### src/hw/rtl/jsu_pkg.sv
package jsu_pkg;

  localparam logic [1:0] MODE_PLAIN = 2'd0;
  localparam logic [1:0] MODE_ESC   = 2'd1;
  localparam logic [1:0] MODE_UNI   = 2'd2;

  localparam logic [7:0] CH_BSLASH = 8'h5C;
  localparam logic [7:0] CH_U      = 8'h75;
  localparam logic [7:0] CH_B      = 8'h62;
  localparam logic [7:0] CH_F      = 8'h66;
  localparam logic [7:0] CH_N      = 8'h6E;
  localparam logic [7:0] CH_R      = 8'h72;
  localparam logic [7:0] CH_T      = 8'h74;

  localparam logic [7:0]  UTF_LEAD2 = 8'hC0;
  localparam logic [7:0]  UTF_LEAD3 = 8'hE0;
  localparam logic [7:0]  UTF_CONT  = 8'h80;
  localparam logic [15:0] UTF_ONE_MAX = 16'h0080;
  localparam logic [15:0] UTF_TWO_MAX = 16'h0800;

  typedef struct packed {
    logic [7:0] in_byte;
    logic       in_last;
  } in_item_t;

  typedef struct packed {
    logic [7:0] out_byte;
    logic       out_last;
  } out_item_t;

  // decoded bytes of one input item; last applies to the final valid byte
  typedef struct packed {
    logic [3:0][7:0] bytes;
    logic [2:0]      count;
    logic            last;
  } res_t;

  typedef struct packed {
    logic [1:0]      mode;
    logic [1:0]      pcnt;
    logic [2:0][7:0] pend;
  } state_t;

  function automatic logic [7:0] simple_escape(input logic [7:0] b);
    logic [7:0] r;
    case (b)
      CH_B:    r = 8'h08;
      CH_F:    r = 8'h0C;
      CH_N:    r = 8'h0A;
      CH_R:    r = 8'h0D;
      CH_T:    r = 8'h09;
      default: r = b;
    endcase
    return r;
  endfunction

  // {valid, value}
  function automatic logic [4:0] hex_value(input logic [7:0] b);
    logic [4:0] r;
    r = '0;
    if (b inside {[8'h30:8'h39]}) begin
      r = {1'b1, 4'(b - 8'h30)};
    end else if (b inside {[8'h61:8'h66]}) begin
      r = {1'b1, 4'(b - 8'h57)};
    end else if (b inside {[8'h41:8'h46]}) begin
      r = {1'b1, 4'(b - 8'h37)};
    end
    return r;
  endfunction

  function automatic res_t utf8_encode(input logic [15:0] code);
    res_t r;
    r = '0;
    if (code < UTF_ONE_MAX) begin
      r.bytes[0] = code[7:0];
      r.count    = 3'd1;
    end else if (code < UTF_TWO_MAX) begin
      r.bytes[0] = UTF_LEAD2 | {3'b000, code[10:6]};
      r.bytes[1] = UTF_CONT | {2'b00, code[5:0]};
      r.count    = 3'd2;
    end else begin
      r.bytes[0] = UTF_LEAD3 | {4'b0000, code[15:12]};
      r.bytes[1] = UTF_CONT | {2'b00, code[11:6]};
      r.bytes[2] = UTF_CONT | {2'b00, code[5:0]};
      r.count    = 3'd3;
    end
    return r;
  endfunction

  // plain-text decode of a cut-short unicode escape, n bytes in tbuf
  function automatic res_t decode_tail(input logic [3:0][7:0] tbuf, input logic [2:0] n);
    res_t            r;
    logic            skip;
    logic [4:0][7:0] ext;
    r    = '0;
    skip = 1'b0;
    ext  = {8'h00, tbuf};
    for (int p = 0; p < 4; p++) begin
      if (skip) begin
        skip = 1'b0;
      end else if (3'(p) < n) begin
        if (ext[p] == CH_BSLASH && 3'(p + 1) < n) begin
          // backslash-u is too short here: drop the backslash only
          if (ext[p+1] != CH_U) begin
            r.bytes[r.count[1:0]] = simple_escape(ext[p+1]);
            r.count = r.count + 3'd1;
            skip = 1'b1;
          end
        end else begin
          r.bytes[r.count[1:0]] = ext[p];
          r.count = r.count + 3'd1;
        end
      end
    end
    return r;
  endfunction

endpackage

### src/hw/rtl/jsu_decode.sv
module jsu_decode (
  input  jsu_pkg::in_item_t item,
  input  jsu_pkg::state_t   st,
  output jsu_pkg::state_t   st_next,
  output jsu_pkg::res_t     res
);

  logic [7:0]      b;
  logic            last;
  logic [3:0][7:0] tail;
  logic [3:0][7:0] chars;
  logic [15:0]     code;
  logic            stop;
  logic [4:0]      h;

  assign b    = item.in_byte;
  assign last = item.in_last;

  always_comb begin
    st_next = st;
    res     = '0;
    tail    = '0;
    chars   = {b, st.pend[2], st.pend[1], st.pend[0]};
    code    = '0;
    stop    = 1'b0;
    h       = '0;
    case (st.mode)
      jsu_pkg::MODE_ESC: begin
        if (b == jsu_pkg::CH_U && !last) begin
          st_next.mode = jsu_pkg::MODE_UNI;
          st_next.pcnt = 2'd0;
        end else begin
          res.bytes[0] = jsu_pkg::simple_escape(b);
          res.count    = 3'd1;
          st_next.mode = jsu_pkg::MODE_PLAIN;
        end
      end
      jsu_pkg::MODE_UNI: begin
        if (st.pcnt != 2'd3 && !last) begin
          st_next.pend[st.pcnt] = b;
          st_next.pcnt = st.pcnt + 2'd1;
        end else begin
          if (st.pcnt != 2'd3) begin
            tail[0] = jsu_pkg::CH_U;
            for (int j = 0; j < 3; j++) begin
              if (2'(j) < st.pcnt) begin
                tail[j+1] = st.pend[j];
              end else if (2'(j) == st.pcnt) begin
                tail[j+1] = b;
              end
            end
            res = jsu_pkg::decode_tail(tail, {1'b0, st.pcnt} + 3'd2);
          end else begin
            // value from the leading hex prefix; all four chars consumed
            for (int j = 0; j < 4; j++) begin
              h = jsu_pkg::hex_value(chars[j]);
              if (!stop) begin
                if (h[4]) begin
                  code = {code[11:0], h[3:0]};
                end else begin
                  stop = 1'b1;
                end
              end
            end
            res = jsu_pkg::utf8_encode(code);
          end
          st_next.mode = jsu_pkg::MODE_PLAIN;
          st_next.pcnt = 2'd0;
        end
      end
      default: begin
        st_next.mode = jsu_pkg::MODE_PLAIN;
        if (b == jsu_pkg::CH_BSLASH && !last) begin
          st_next.mode = jsu_pkg::MODE_ESC;
        end else begin
          res.bytes[0] = b;
          res.count    = 3'd1;
        end
      end
    endcase
    if (last) begin
      st_next.mode = jsu_pkg::MODE_PLAIN;
      st_next.pcnt = 2'd0;
      res.last     = (res.count != 3'd0);
    end
  end

endmodule

### src/hw/rtl/json_string_unescape_unit.sv
// JSON string unescaper.
// raw channel (raw_valid/raw_ready/raw): one escaped string byte per item, with
// in_last on the final byte of the string.
// dec channel (dec_valid/dec_ready/dec): unescaped bytes, UTF-8 for \uXXXX,
// out_last on the final decoded byte of the string.
// Each raw item is decoded in the cycle it is accepted and its 0 to 4 result
// bytes are loaded into a result buffer; the first byte appears on dec in the
// cycle after acceptance. The buffer drains one byte per cycle while dec_ready
// is high, and bytes that give a single result (the common case) then flow at
// one item per cycle. raw_ready is held high while the buffer is empty or its
// last byte leaves this cycle, so a new item waits until the last byte of the
// earlier item leaves. Items that give no result (a backslash, collected \u
// characters) leave the buffer empty. A stall on dec holds the buffer and its
// current byte stable and keeps raw_ready low while any byte is waiting.
// Reset (rst, synchronous) empties the buffer and returns to plain-text mode.
module json_string_unescape_unit (
  input  logic              clk,
  input  logic              rst,
  input  logic              raw_valid,
  output logic              raw_ready,
  input  jsu_pkg::in_item_t raw,
  output logic              dec_valid,
  input  logic              dec_ready,
  output jsu_pkg::out_item_t dec
);

  jsu_pkg::state_t st;
  jsu_pkg::state_t st_next;
  jsu_pkg::res_t   dres;

  logic [1:0]      mode;
  logic [1:0]      pcnt;
  logic [2:0][7:0] pend;

  logic [3:0][7:0] res_bytes;
  logic [2:0]      res_left;
  logic [1:0]      res_pos;
  logic            res_last;

  logic accept;
  logic take;

  assign st = '{mode: mode, pcnt: pcnt, pend: pend};

  jsu_decode u_decode (
    .item    (raw),
    .st      (st),
    .st_next (st_next),
    .res     (dres)
  );

  assign take      = dec_valid && dec_ready;
  assign raw_ready = (res_left == 3'd0) || (res_left == 3'd1 && dec_ready);
  assign accept    = raw_valid && raw_ready;

  assign dec_valid    = (res_left != 3'd0);
  assign dec.out_byte = res_bytes[res_pos];
  assign dec.out_last = res_last && (res_left == 3'd1);

  always_ff @(posedge clk) begin
    if (rst) begin
      mode     <= jsu_pkg::MODE_PLAIN;
      pcnt     <= 2'd0;
      res_left <= 3'd0;
      res_pos  <= 2'd0;
      res_last <= 1'b0;
    end else if (accept) begin
      mode     <= st_next.mode;
      pcnt     <= st_next.pcnt;
      res_left <= dres.count;
      res_pos  <= 2'd0;
      res_last <= dres.last;
    end else if (take) begin
      res_left <= res_left - 3'd1;
      res_pos  <= res_pos + 2'd1;
    end
  end

  always_ff @(posedge clk) begin
    if (accept) begin
      pend      <= st_next.pend;
      res_bytes <= dres.bytes;
    end
  end

endmodule

### config.mk
export PLATFORM = sky130hd
export DESIGN_NAME = json_string_unescape_unit
export DESIGN_NICKNAME = d
export VERILOG_FILES = /design/src/hw/rtl/jsu_pkg.sv /design/src/hw/rtl/jsu_decode.sv /design/src/hw/rtl/json_string_unescape_unit.sv
export SDC_FILE = /design/constraint.sdc
export NUM_CORES = 1
export LEC_CHECK = 0
export BUFFER_PORTS_ARGS = -buffer_cell sky130_fd_sc_hd__buf_4
export CORE_MARGIN = 2
export CORE_UTILIZATION = 60
export DETAILED_ROUTE_END_ITERATION = 10
export GPL_TIMING_DRIVEN = 0
export PLACE_DENSITY = 0.89
export SYNTH_ARGS = -nofsm -noshare
export SYNTH_HDL_FRONTEND = slang
export SYNTH_SLANG_ARGS = --single-unit
### constraint.sdc
create_clock -name clk -period 7.1 [get_ports clk]
set_clock_uncertainty 0.2 [all_clocks]
set_input_delay 0.355 -clock clk [delete_from_list [all_inputs] [get_ports clk]]
set_output_delay 0.355 -clock clk [all_outputs]
set_load 0.01 [all_outputs]
==> metrics list, run 1 <==
- Dividing the detail-routed wire length by the instance count gives 22.9 um.
* Average vias per placed instance: 6.75
* # diodes: 0
- After floorplanning, the core was sized to cover 9640 um2.
- The worst pin sits at a relative slew slack of 0.318.
* Start point of the critical path: pcnt[1]$_SDFFE_PP0P_
* Number of cell instances on the worst register-to-register path: 15
* Portion of the post-synthesis area used by sequential elements: 0.319
- Number of iterations in the first detailed-routing pass: 6
* Top library cells by usage in the layout, fill and taps aside: sky130_fd_sc_hd__nand2_1 (75), sky130_fd_sc_hd__nor2_1 (62), sky130_fd_sc_hd__edfxtp_1 (56)
* FMAX: 198 MHz
- Dividing the final minimum period by the clock period gives 0.710.
- For the final routed database, the setup TNS stands at 0 ns.
- Synthesis instantiated 79 different standard cells from the library.
- Leading post-synthesis cells by cell area: sky130_fd_sc_hd__edfxtp_1 (28%), sky130_fd_sc_hd__ha_1 (6.1%), sky130_fd_sc_hd__nand2_1 (4.8%), sky130_fd_sc_hd__a21oi_1 (4.6%), sky130_fd_sc_hd__nor2_1 (3.9%)
* Fraction of layout instances using a drive strength above 1: 0.111
* Mean cell area of the mapped netlist: 8.60 um2
* Capturing element type of the critical path: flip-flop
- Summing all non-filler instances in the final layout gives an area of 6480 um2.
* Launch instance of the worst min-delay path: raw[5]
- Of all cell types, the one taking the most synthesized area is sky130_fd_sc_hd__edfxtp_1.
* Clock Latency Late Sink: 0.37 ns
* Leakage component of the power: 2.26 nW
- The worst-case IR drop observed on VDD is 0.205 mV.
- After synthesis the cells add up to 5900 um2.
- Yosys top cell area share: 0.285
* Number of levels in the clock H-tree: 3
- Placed inst area: 6250 um2
- CP Data Required Time: 7.02 ns
* Number of max-slew violations in the final report: 0
- The synthesized design contains 66 register bits.
- Warning count from the yosys run: 0
* Synth Flop Type: sky130_fd_sc_hd__edfxtp_1
- Pwr/cell area: 191 nW/um2
* Min cycle time layout: 5.04 ns
- Initial antenna violation count: 0
* Worst r2r dst: res_bytes[16]$_SDFFCE_PP0P_
- Max Cap Violations: 0
* Clock net sink count: 66
- Summed over all layers, the routed wires come to 19800 um.
- Setup Crit Path Kind: reg -> reg
- Placer Congestion: 0.986
- Cells after synthesis: 686
- Async set-or-reset flop fraction in the synthesized netlist: 0
- For this run, the total global-route usage over all layers was measured as 0.387.
- The run finished with clean final reports.
- Final count of negative-setup-slack endpoints: 0
* Post-DP HPWL: 15400 um
- Hold Crit Endpoint: pend[20]$_DFFE_PP_
- Worst Hold Depth: 1
- Transition at the pin with the smallest max-transition slack: 1.02 ns
* Unrepaired setup endpoints after global routing: no
- EDFF count, synth: 56
- Clock-pin slew on the worst setup and hold paths: 0.09 ns
- Initial detailed-routing violation count: 536
- Detailed-route via count: 5821
* Maximum fanout along the worst path: 10
* Top Ports: 24
- Count of cells resized by post-cts repair: 0
- CTS tree: built
* Worst reg2reg setup slack: 2.06 ns
- Worst-case clock buffer depth: 2
- The startpoint identified for the worst register-to-register timing path is pcnt[1]$_SDFFE_PP0P_.
- Global routing finished with a remaining overflow of 0.
- CTS placed an instance of sky130_fd_sc_hd__clkbuf_8 at the clock tree root.
- Data arrives at the worst endpoint at 4.96 ns.
- Total setup buffers inserted after CTS: 0
* Worst Setup Start Kind: flip-flop
- The floorplan step set the die height to 103 um.
- Most common cell after layout, fill and taps aside: sky130_fd_sc_hd__nand2_1
* Overall Power: 1.24 mW
- Input and output buffers added on the ports amount to 23.
* Effective utilization at floorplan: 0.612
* Worst Hold Class: in -> reg
- Worst-case hold slack: 0.0331 ns
* Vias in the first global route: 5313
- Number of placement rows: 36
- The die covers 10600 um2.
- Post-detailed-route count of antenna-violating nets: 0
- At the end of the flow, the number of nets in the layout was 766.
- The first global-routing pass estimated 30200 um of wire.
- Maximum number of pins on one net before global-route repair: 42
- Hold Violations, Final: 0
- Compared with the post-synthesis result, the final layout area differs by 9.75%.
- DR DRC count: 0
- Die extent in x: 103 um
- Number of buffers inserted during clock tree synthesis: 9
## synthesized netlist by cell type, types with 10 or more instances
cell / number
sky130_fd_sc_hd__nand2_1: 75
sky130_fd_sc_hd__nor2_1: 62
sky130_fd_sc_hd__edfxtp_1: 56
sky130_fd_sc_hd__a21oi_1: 54
sky130_fd_sc_hd__o21ai_0: 39
sky130_fd_sc_hd__clkbuf_1: 29
sky130_fd_sc_hd__ha_1: 29
sky130_fd_sc_hd__inv_1: 27
sky130_fd_sc_hd__nor3_1: 23
sky130_fd_sc_hd__a211oi_1: 16
sky130_fd_sc_hd__nand2b_1: 13
sky130_fd_sc_hd__a31oi_1: 12
sky130_fd_sc_hd__nand3_1: 12
sky130_fd_sc_hd__a21o_1: 11
sky130_fd_sc_hd__and2_1: 11
sky130_fd_sc_hd__mux2i_1: 11
sky130_fd_sc_hd__and3_1: 10
sky130_fd_sc_hd__dfxtp_1: 10
## report_power, final
part	total, mW	switching (mW)	internal, mW	leakage (nW)
Combinational	0.339	0.198	0.141	1.54
Clock	0.354	0.178	0.176	0.108
Sequential	0.545	0.0294	0.515	0.608
## through the flow
| stage | util | cells | setup WS, ns |
|---|---|---|---|
| floorplan | - | 688 | 3.35 |
| global placement | 0.648 | 844 | 2.30 |
| detailed placement | 0.648 | 844 | 2.25 |
| CTS | 0.671 | 861 | 2.22 |
| global route | 0.672 | 862 | 1.70 |
| finish | 0.672 | 862 | 2.06 |
## worst max-delay path, cell delays in order (launching register included)
cell and delay, ns:
sky130_fd_sc_hd__dfxtp_1 0.45, sky130_fd_sc_hd__clkbuf_1 0.34, sky130_fd_sc_hd__clkbuf_1 0.35, sky130_fd_sc_hd__inv_1 0.18, sky130_fd_sc_hd__ha_1 0.25, sky130_fd_sc_hd__clkbuf_1 0.25
sky130_fd_sc_hd__nand4bb_1 0.26, sky130_fd_sc_hd__nor4_1 0.73, sky130_fd_sc_hd__nor2_1 0.30, sky130_fd_sc_hd__o41ai_1 0.27, sky130_fd_sc_hd__ha_1 0.29, sky130_fd_sc_hd__nand2_1 0.07
sky130_fd_sc_hd__clkbuf_1 0.23, sky130_fd_sc_hd__a31oi_1 0.35, sky130_fd_sc_hd__a2bb2oi_1 0.19, sky130_fd_sc_hd__nor2_1 0.06
## registers in the layout, indices dropped and copies added (netlist names)
signal     flops
pend          24
res_left       3
pcnt           2
mode           2
res_last       1
res_bytes     32
res_pos        2
## worst max path at each step
stage                                   to  slack, ns
2_1_floorplan     res_left[2]$_SDFFE_PP0P_       3.35
3_3_place_gp      res_left[2]$_SDFFE_PP0P_       2.30
3_5_place_dp      res_left[2]$_SDFFE_PP0P_       2.25
4_1_cts           res_left[2]$_SDFFE_PP0P_       2.22
5_1_grt           res_left[2]$_SDFFE_PP0P_       1.70
6_report       res_bytes[16]$_SDFFCE_PP0P_       2.06
## layer usage
metal	vias to the layer above	track usage	wire, um
met3	50	0.0679	1720
met1	2792	0.523	8060
met5	-	0	0
met4	0	0.140	631
met2	323	0.628	9370
li1	2656	-	-
## cells by family (layout without fill, tap and decap cells)
kind of cell / after synthesis / after routing / synth area share
other: 2 / 4 / 0.00127
buffers and inverters: 68 / 109 / 0.0466
xor gates and xnor gates: 12 / 12 / 0.0178
muxes: 24 / 24 / 0.0587
AOI/OAI and AO/OA: 209 / 209 / 0.246
adders and majority gates: 29 / 29 / 0.0615
DFF: 66 / 66 / 0.319
and+or+nand+nor: 276 / 276 / 0.249
## repair_timing
action | 4_1_cts | 5_1_grt
hold buffers | 1 | 1
endpoints found under the setup margin | 0 | 0
hold endpoints to repair | 1 | 2
## final cells by class
cell class | count | area (um2)
plain buffers | 41 | 175
clock inverters | 6 | 70.1
well taps | 133 | 166
clock buffers | 10 | 138
flip-flops and latches | 66 | 1880
multi-input cells | 554 | 3750
inverters | 27 | 101
repair buffers | 25 | 193
fillers | 823 | 3160
No activity file was read; power rests on OpenSTA's default activity.
==> run 2: changes to the inputs <==
--- a/config.mk
+++ b/config.mk
@@ -7,10 +7,10 @@
 export LEC_CHECK = 0
 export BUFFER_PORTS_ARGS = -buffer_cell sky130_fd_sc_hd__buf_4
 export CORE_MARGIN = 2
-export CORE_UTILIZATION = 60
+export CORE_UTILIZATION = 57
 export DETAILED_ROUTE_END_ITERATION = 10
 export GPL_TIMING_DRIVEN = 0
-export PLACE_DENSITY = 0.89
+export PLACE_DENSITY = 0.88
 export SYNTH_ARGS = -nofsm -noshare
 export SYNTH_HDL_FRONTEND = slang
 export SYNTH_SLANG_ARGS = --single-unit
==> constraint.sdc (replaced) <==
create_clock -name clk -period 4.4 [get_ports clk]
set_clock_uncertainty 0.2 [all_clocks]
set_input_delay 0.22 -clock clk [delete_from_list [all_inputs] [get_ports clk]]
set_output_delay 0.22 -clock clk [all_outputs]
set_load 0.01 [all_outputs]
==> run 2 against run 1 <==
  * Final area up 2.5%
  * Routed wire length up 1.4%
  * Clock-buffer cell count up 1
  * Sequential cell count unchanged
  * Clock power up 31%
  * Non-clock buffer count up 11
  * Critical path depth unchanged
  * Sequential power up 60%
  * Global-route usage down 2.0 points
  * Die area up 5.1%
  * Critical endpoint is now res_bytes[0]$_DFFE_PP_
==> metrics list, run 2 (same netlist as run 1, synthesis figures left out) <==
- Result of the run: finished clean
- Clock net sink count: 66
- Clock latency on the worst-skew pair, taken at its later pin, is 0.37 ns.
- Placer Congestion: 0.989
- Headroom to the max-slew limit came out at 0.196.
* Post-detailed-route count of antenna-violating nets: 0
- CP Data Required Time: 4.30 ns
- Of the total power, registers draw 0.463.
- Fraction of power consumed by the clock network: 0.247
- Max Cap Violations: 0
- Number of placement rows: 37
* Top Ports: 24
- Total length of routed wires: 20100 um
* Worst Setup Start Kind: primary input
* CTS tree: built
- Entering global routing, the biggest net connects 42 pins.
- The H-tree was split into 3 levels.
* Hold Violations, Final: 0
- Largest register FFs: 32
- Port buffer count: 23
- Average vias per placed instance: 6.79
- Unrepaired setup endpoints after global routing: no
- 0 antenna diodes ended up in the layout.
* Number of buffers inserted during clock tree synthesis: 9
- The die covers 11200 um2.
* Fill cells: 859
* Critical path data arrival time: 4.10 ns
- Of the total power, combinational logic draws 0.289.
- Number of max-slew violations in the final report: 0
- Leakage component of the power: 2.32 nW
- Area added between synthesis and finish: 12.6%
* Detailed-route via count: 5944
- Summed over all layers, the global routing overflow is 0.
* Setup Crit Path Kind: in -> reg
- More flip-flops sit in one register than any other, and that register is res_bytes.
- Core footprint: 10200 um2
- Leaving out fill and tap cells, the most frequent cell in the layout is sky130_fd_sc_hd__nand2_1.
- Number of nets in the layout: 777
- The top cell types in the final layout, fill and taps aside, are sky130_fd_sc_hd__nand2_1 (75), sky130_fd_sc_hd__nor2_1 (61), sky130_fd_sc_hd__edfxtp_1 (56).
- In this run, the number of DRC markers left after iteration 0 of detailed routing was 637.
- The die is 106 um wide.
- Counting I/O delays and the setup requirement, the final critical path takes 4.20 ns.
- Pwr/cell area: 283 nW/um2
- Worst Hold Class: in -> reg
- DR DRC count: 0
- Maximum fanout along the worst path: 10
- For the pin with the worst max-slew slack, the measured transition is 1.20 ns.
* Vias in the first global route: 5560
- The floorplan step set the die height to 106 um.
* Fraction of layout instances using a drive strength above 1: 0.130
- Across the VDD grid, the largest voltage drop is 0.277 mV.
* Final count of negative-setup-slack endpoints: 0
* Post-DP HPWL: 15300 um
- Final routed wire length divided by cell count: 22.9 um
- Initial antenna violation count: 0
- After clock tree synthesis, the clock-pin slew on the worst setup and hold paths is 0.07 ns.
- Period utilization: 0.955
* Worst-case clock buffer depth: 2
- In the global route stage, overall resource usage came out at 0.367.
* Psw: 0.599 mW
* Capturing element type of the critical path: flip-flop
- The design draws 1.88 mW.
* Global-route wire length before repair: 31200 um
- Switching Share: 0.319
* Effective utilization at floorplan: 0.579
- Clock root buffer: sky130_fd_sc_hd__clkbuf_8
- Worst-case hold slack: 0.000202 ns
* Cell internal pwr: 1.28 mW
- For this run, the top clock speed supported by timing is 238 MHz.
- Summing all multi-input logic gate instances after layout gives 3840 um2.
* Register area: 1880 um2
* Number of iterations in the first detailed-routing pass: 6
* Biggest registers after layout: res_bytes x32, pend x24, res_left x3
## run 2: cell types whose count changed in the layout (fill, tap and decap cells not counted), moves of 2 or more
cell,before,now
sky130_fd_sc_hd__a21oi_1,54,52
sky130_fd_sc_hd__nor4_4,1,3
sky130_fd_sc_hd__nor4_1,5,3
sky130_fd_sc_hd__dlygate4sd3_1,2,10
sky130_fd_sc_hd__clkbuf_1,28,25
sky130_fd_sc_hd__clkinv_2,1,3
sky130_fd_sc_hd__buf_4,26,30
sky130_fd_sc_hd__clkbuf_2,1,4
sky130_fd_sc_hd__inv_6,3,0
## run 2: final timing paths
kind                              from                        to  slack [ns]  depth (start not counted)
setup / recovery                raw[1]    res_bytes[0]$_DFFE_PP_        0.20                         15
hold reg to reg   mode[1]$_SDFFE_PP0P_      mode[1]$_SDFFE_PP0P_        0.30                          2
hold / removal               dec_ready  res_left[2]$_SDFFE_PP0P_      0.0002                          4
setup reg to reg  pcnt[1]$_SDFFE_PP0P_  res_left[2]$_SDFFE_PP0P_        0.24                         17
## run 2: final cells by class
class,count,area share
multi-input cells,554,0.578
flip-flops and latches,66,0.283
repair buffers,37,0.0456
plain buffers,40,0.0264
well taps,136,0.0256
clock buffers,11,0.0213
inverters,27,0.0153
clock inverters,5,0.00433
## run 2: timing repair
item | in CTS | in global routing
resized for setup | 5 | 15
pin swaps | 0 | 6
buffers inserted | 0 | 4
hold buffers | 10 | 0
setup endpoints to repair | 19 | 26
endpoints found under the hold margin | 23 | 0
## run 2: metrics by stage
step | area (um2) | TNS, ns | worst slack, ns | instances | utilization
detailed placement | 6250 | -4.72 | -0.433 | 847 | 0.614
floorplan | 5910 | 0 | 0.647 | 688 | -
global route | 6640 | 0 | 0.00658 | 876 | 0.652
finish | 6640 | 0 | 0.200 | 876 | 0.652
global placement | 6250 | -4.99 | -0.451 | 847 | 0.614
CTS | 6550 | 0 | 0.0465 | 872 | 0.643
## run 2: power by group through the flow
stage | clock network (mW) | registers (mW) | logic [mW]
floorplan | 0 | 0.868 | 0.344
global placement | 0 | 0.879 | 0.524
detailed placement | 0 | 0.886 | 0.535
CTS | 0.460 | 0.872 | 0.543
global route | 0.486 | 0.884 | 0.596
finish | 0.465 | 0.871 | 0.544
## run 2: critical path, cell delays in order
cell and delay (ns):
sky130_fd_sc_hd__dlygate4sd3_1 0.53, sky130_fd_sc_hd__buf_4 0.17, sky130_fd_sc_hd__buf_2 0.25, sky130_fd_sc_hd__inv_1 0.18, sky130_fd_sc_hd__ha_1 0.26, sky130_fd_sc_hd__nor2b_1 0.13
sky130_fd_sc_hd__a211o_1 0.27, sky130_fd_sc_hd__a41oi_4 0.41, sky130_fd_sc_hd__nor3b_2 0.29, sky130_fd_sc_hd__a211oi_2 0.11, sky130_fd_sc_hd__a2111oi_2 0.47, sky130_fd_sc_hd__buf_4 0.26
sky130_fd_sc_hd__nand2_2 0.14, sky130_fd_sc_hd__o2111ai_1 0.30, sky130_fd_sc_hd__o21ai_1 0.11
## run 2: per-layer routing
| layer | share of wire | track usage | vias up |
|---|---|---|---|
| li1 | - | - | 2665 |
| met1 | 0.39 | 0.476 | 2805 |
| met2 | 0.46 | 0.598 | 401 |
| met3 | 0.092 | 0.0575 | 73 |
| met4 | 0.052 | 0.180 | 0 |
| met5 | 0 | 0 | - |
==> run 3: changes to the inputs <==
--- a/config.mk
+++ b/config.mk
@@ -7,10 +7,11 @@
 export LEC_CHECK = 0
 export BUFFER_PORTS_ARGS = -buffer_cell sky130_fd_sc_hd__buf_4
 export CORE_MARGIN = 2
-export CORE_UTILIZATION = 57
+export CORE_UTILIZATION = 60
 export DETAILED_ROUTE_END_ITERATION = 10
 export GPL_TIMING_DRIVEN = 0
-export PLACE_DENSITY = 0.88
+export PLACE_DENSITY = 0.89
 export SYNTH_ARGS = -nofsm -noshare
 export SYNTH_HDL_FRONTEND = slang
+export SYNTH_HIERARCHICAL = 1
 export SYNTH_SLANG_ARGS = --single-unit
==> constraint.sdc (replaced) <==
create_clock -name clk -period 4.9 [get_ports clk]
set_clock_uncertainty 0.2 [all_clocks]
set_input_delay 0.245 -clock clk [delete_from_list [all_inputs] [get_ports clk]]
set_output_delay 0.245 -clock clk [all_outputs]
set_load 0.01 [all_outputs]
==> run 3 against run 2 <==
  * Power down 6.6%
  * Critical path depth stayed put
  * Critical endpoint is now res_bytes[16]$_DFFE_PP_
  * Routed wire length grew 7.4%
  * Global-route usage rose by 2.4 points
  * Combinational power is 15% lower
  * Sequential power decreased by 12%
  * Via count grew 8.0%
==> metrics list, run 3 <==
- Result of the run: finished clean
* Overall Power: 1.76 mW
* Cells after synthesis: 719
- Of the post-synthesis cell area, the dominant cell type holds 0.273.
- Top Ports: 24
- CTS tree: built
- The signal on the critical path passes through clkbuf_1 > inv_1 > ha_1 > nor2b_1 > nand4_1 > nor2b_1 > clkbuf_1 > o21a_1 > inv_1 > ha_1 > inv_1 > or2_2 > clkbuf_1 > a311oi_1 > a211oi_1.
* Worst-case hold slack: 0.0369 ns
- Each instance of the synthesized netlist takes up on average 8.56 um2.
* Post-detailed-route count of antenna-violating nets: 0
- Summed over all nets, the half-perimeter wirelength after detailed placement is 16200 um.
* Maximum fanout along the worst path: 10
* IR drop worst, VDD: 0.254 mV
- STA classifies the critical path startpoint as a flip-flop.
- Final routed wire length divided by cell count: 24.2 um
- The synthesized netlist occupies a cell area of 6150 um2.
- Area added between synthesis and finish: 8.89%
- Portion of the post-synthesis area used by sequential elements: 0.306
- Placer Congestion: 1.08
* Min cycle time layout: 4.58 ns
- The setup path with the least slack is of type reg -> reg.
- TritonCTS created 9 clock buffers.
* Aggregate global routing overflow: 0
- Initial detailed-routing violation count: 936
* Top library cells by usage in the layout, fill and taps aside: sky130_fd_sc_hd__nand2_1 (65), sky130_fd_sc_hd__nor2_1 (64), sky130_fd_sc_hd__edfxtp_1 (56)
- After detailed placement, the total cell area comes to 6480 um2.
- The register with the most flip-flops in the final layout is res_bytes.
* Launch instance of the worst min-delay path: dec_ready
- For hold timing, the worst endpoint is res_pos[0]$_SDFFE_PP0P_.
* Clock Latency Late Sink: 0.37 ns
- Max stage delay cell, worst path: sky130_fd_sc_hd__dfxtp_1
- Largest register FFs: 32
- Effective utilization at floorplan: 0.624
* Detailed-route via count: 6422
- Unrepaired setup endpoints after global routing: no
- The clock net in this run drives a total of 66 sinks.
* # diodes: 0
* Global-route wire length before repair: 33100 um
* Maximum number of pins on one net before global-route repair: 37
* Hold Buf Count CTS: 0
- Cell types with the highest counts after synthesis: sky130_fd_sc_hd__nand2_1 (65), sky130_fd_sc_hd__nor2_1 (64), sky130_fd_sc_hd__edfxtp_1 (56)
- The largest registers in the layout are res_bytes x32, pend x24, res_left x3.
* Transition at the pin with the smallest max-transition slack: 1.23 ns
- In this run the deepest clock path goes through 2 buffers.
- The die is 105 um wide.
* Fraction of layout instances using a drive strength above 1: 0.107
- Cell variety after synth: 87
- Initial antenna violation count: 1
- The tightest min-delay check is of the in -> reg type.
* Longest individual stage delay on the worst path: 0.47 ns
- CP Data Required Time: 4.78 ns
* Final count of negative-setup-slack endpoints: 0
* Max Cap Violations: 0
* Worst r2r dst: res_bytes[16]$_DFFE_PP_
- The final layout contains 791 nets.
- Total length of routed wires: 21600 um
* Worst reg2reg setup slack: 0.32 ns
- Pwr/cell area: 262 nW/um2
- Most frequent cell after synthesis: sky130_fd_sc_hd__nand2_1
- The worst register-to-register path begins at pcnt[1]$_SDFFE_PP0P_.
- Summed over all cells, the static leakage comes to 2.23 nW.
* Full die area: 11100 um2
* Count of cells resized by post-cts repair: 0
* Final total negative setup slack: 0 ns
- The finished layout holds 889 standard cells, fillers aside.
- Largest area contributor in the synthesized netlist: sky130_fd_sc_hd__edfxtp_1
* Port buffer count: 18
- For the worst setup path, the data arrival time is 4.46 ns.
- The via count of the first global-routing pass was 5986.
- Synth Flop Type: sky130_fd_sc_hd__edfxtp_1
- For this run, asynchronously set or reset flops after synthesis account for 0.
- Clock-pin slew on the worst setup and hold paths: 0.09 ns
* Average vias per placed instance: 7.22
- The synthesized design contains 56 enable-type register cells.
- Timing would allow up to 219 MHz.
* Number of levels in the clock H-tree: 3
- The root buffer cell chosen for the clock tree is sky130_fd_sc_hd__clkbuf_8.
* Number of synthesized register bits: 66
* Period utilization: 0.934
- Headroom to the max-slew limit came out at 0.183.
* Leading post-synthesis cells by cell area: sky130_fd_sc_hd__edfxtp_1 (27%), sky130_fd_sc_hd__ha_1 (5.5%), sky130_fd_sc_hd__a21oi_1 (4.4%), sky130_fd_sc_hd__nand2_1 (4.0%), sky130_fd_sc_hd__nor2_1 (3.9%)
* Hold Violations, Final: 0
* Number of cell instances on the worst register-to-register path: 15
- Yosys printed 6 warnings.
* Tot GR Track Use: 0.391
* Number of iterations in the first detailed-routing pass: 6
- Number of placement rows: 36
* Number of placed instances with taps included: 873
* Total setup buffers inserted after CTS: 0
- Number of max-slew violations in the final report: 0
- Core footprint: 9860 um2
- Counting instances, the worst hold path has a depth of 3.
- After detailed routing, the number of remaining DRC violations is 0.
- Capturing element type of the critical path: flip-flop
* Most common cell after layout, fill and taps aside: sky130_fd_sc_hd__nand2_1
- Measured along the y axis, the die boundary spans 105 um.
- Non-Filler Cell Area, Final: 6700 um2
-- run 3: changes by cell type after synthesis, sizes merged, moves of 5 or more --
cell,previous run,this run
a211oi,17,10
clkbuf,29,37
inv,27,32
mux2,5,19
nand2,76,65
nand3,12,19
o21ai,43,56
o311ai,0,5
-- run 3: cell families after synthesis --
| family | after synthesis | synth area share |
|---|---|---|
| and+or+nand+nor | 265 | 0.232 |
| other | 2 | 0.00122 |
| DFF | 66 | 0.306 |
| adders and majority gates | 27 | 0.0549 |
| muxes | 36 | 0.0836 |
| buffers and inverters | 77 | 0.0506 |
| xor gates and xnor gates | 5 | 0.00712 |
| AOI/OAI and AO/OA | 241 | 0.265 |
-- run 3: routing by layer --
metal  up-vias  GRT usage  share of wire
met5         -          0              0
met4         0      0.181          0.054
met3       126     0.0810           0.13
met2       552      0.587           0.43
met1      2927      0.540           0.39
li1       2817          -              -
-- run 3: metrics by stage --
stage	utilization	setup WS (ns)
global placement	0.655	0.513
floorplan	-	1.32
detailed placement	0.657	0.501
CTS	0.679	0.483
global route	0.679	0.163
finish	0.679	0.324
-- run 3: final cells by class --
| cell class | count | area, um2 |
|---|---|---|
| plain buffers | 45 | 189 |
| repair buffers | 19 | 155 |
| inverters | 32 | 123 |
| clock inverters | 6 | 90.1 |
| clock buffers | 10 | 128 |
| flip-flops and latches | 66 | 1880 |
| multi-input cells | 578 | 3970 |
| fillers | 799 | 3170 |
| well taps | 133 | 166 |
-- run 3: critical path: cells and delay by family (launching register included) --
family	cells	cell delay, ns
adders and majority gates	2	0.53
AOI/OAI and AO/OA	3	0.77
DFF	1	0.47
and+or+nand+nor	4	1.08
buffers and inverters	6	1.24
-- run 3: how the worst max path moves through the flow --
stage | start | end | slack (ns)
after detailed placement | pcnt[1]$_SDFFE_PP0P_ | res_bytes[16]$_DFFE_PP_ | 0.50
after global routing | pcnt[1]$_SDFFE_PP0P_ | res_bytes[16]$_DFFE_PP_ | 0.16
after CTS | pcnt[1]$_SDFFE_PP0P_ | res_bytes[16]$_DFFE_PP_ | 0.48
final | pcnt[1]$_SDFFE_PP0P_ | res_bytes[16]$_DFFE_PP_ | 0.32
after floorplan | pend[3]$_DFFE_PP_ | res_bytes[8]$_DFFE_PP_ | 1.32
after global placement | pcnt[1]$_SDFFE_PP0P_ | res_bytes[16]$_DFFE_PP_ | 0.51
-- run 3: power breakdown --
part	total, mW	leakage (nW)	switching, mW	internal (mW)
sequential	0.767	0.566	0.0560	0.711
combinational	0.460	1.56	0.287	0.173
clock	0.528	0.107	0.239	0.288
total	1.76	2.23	0.582	1.17
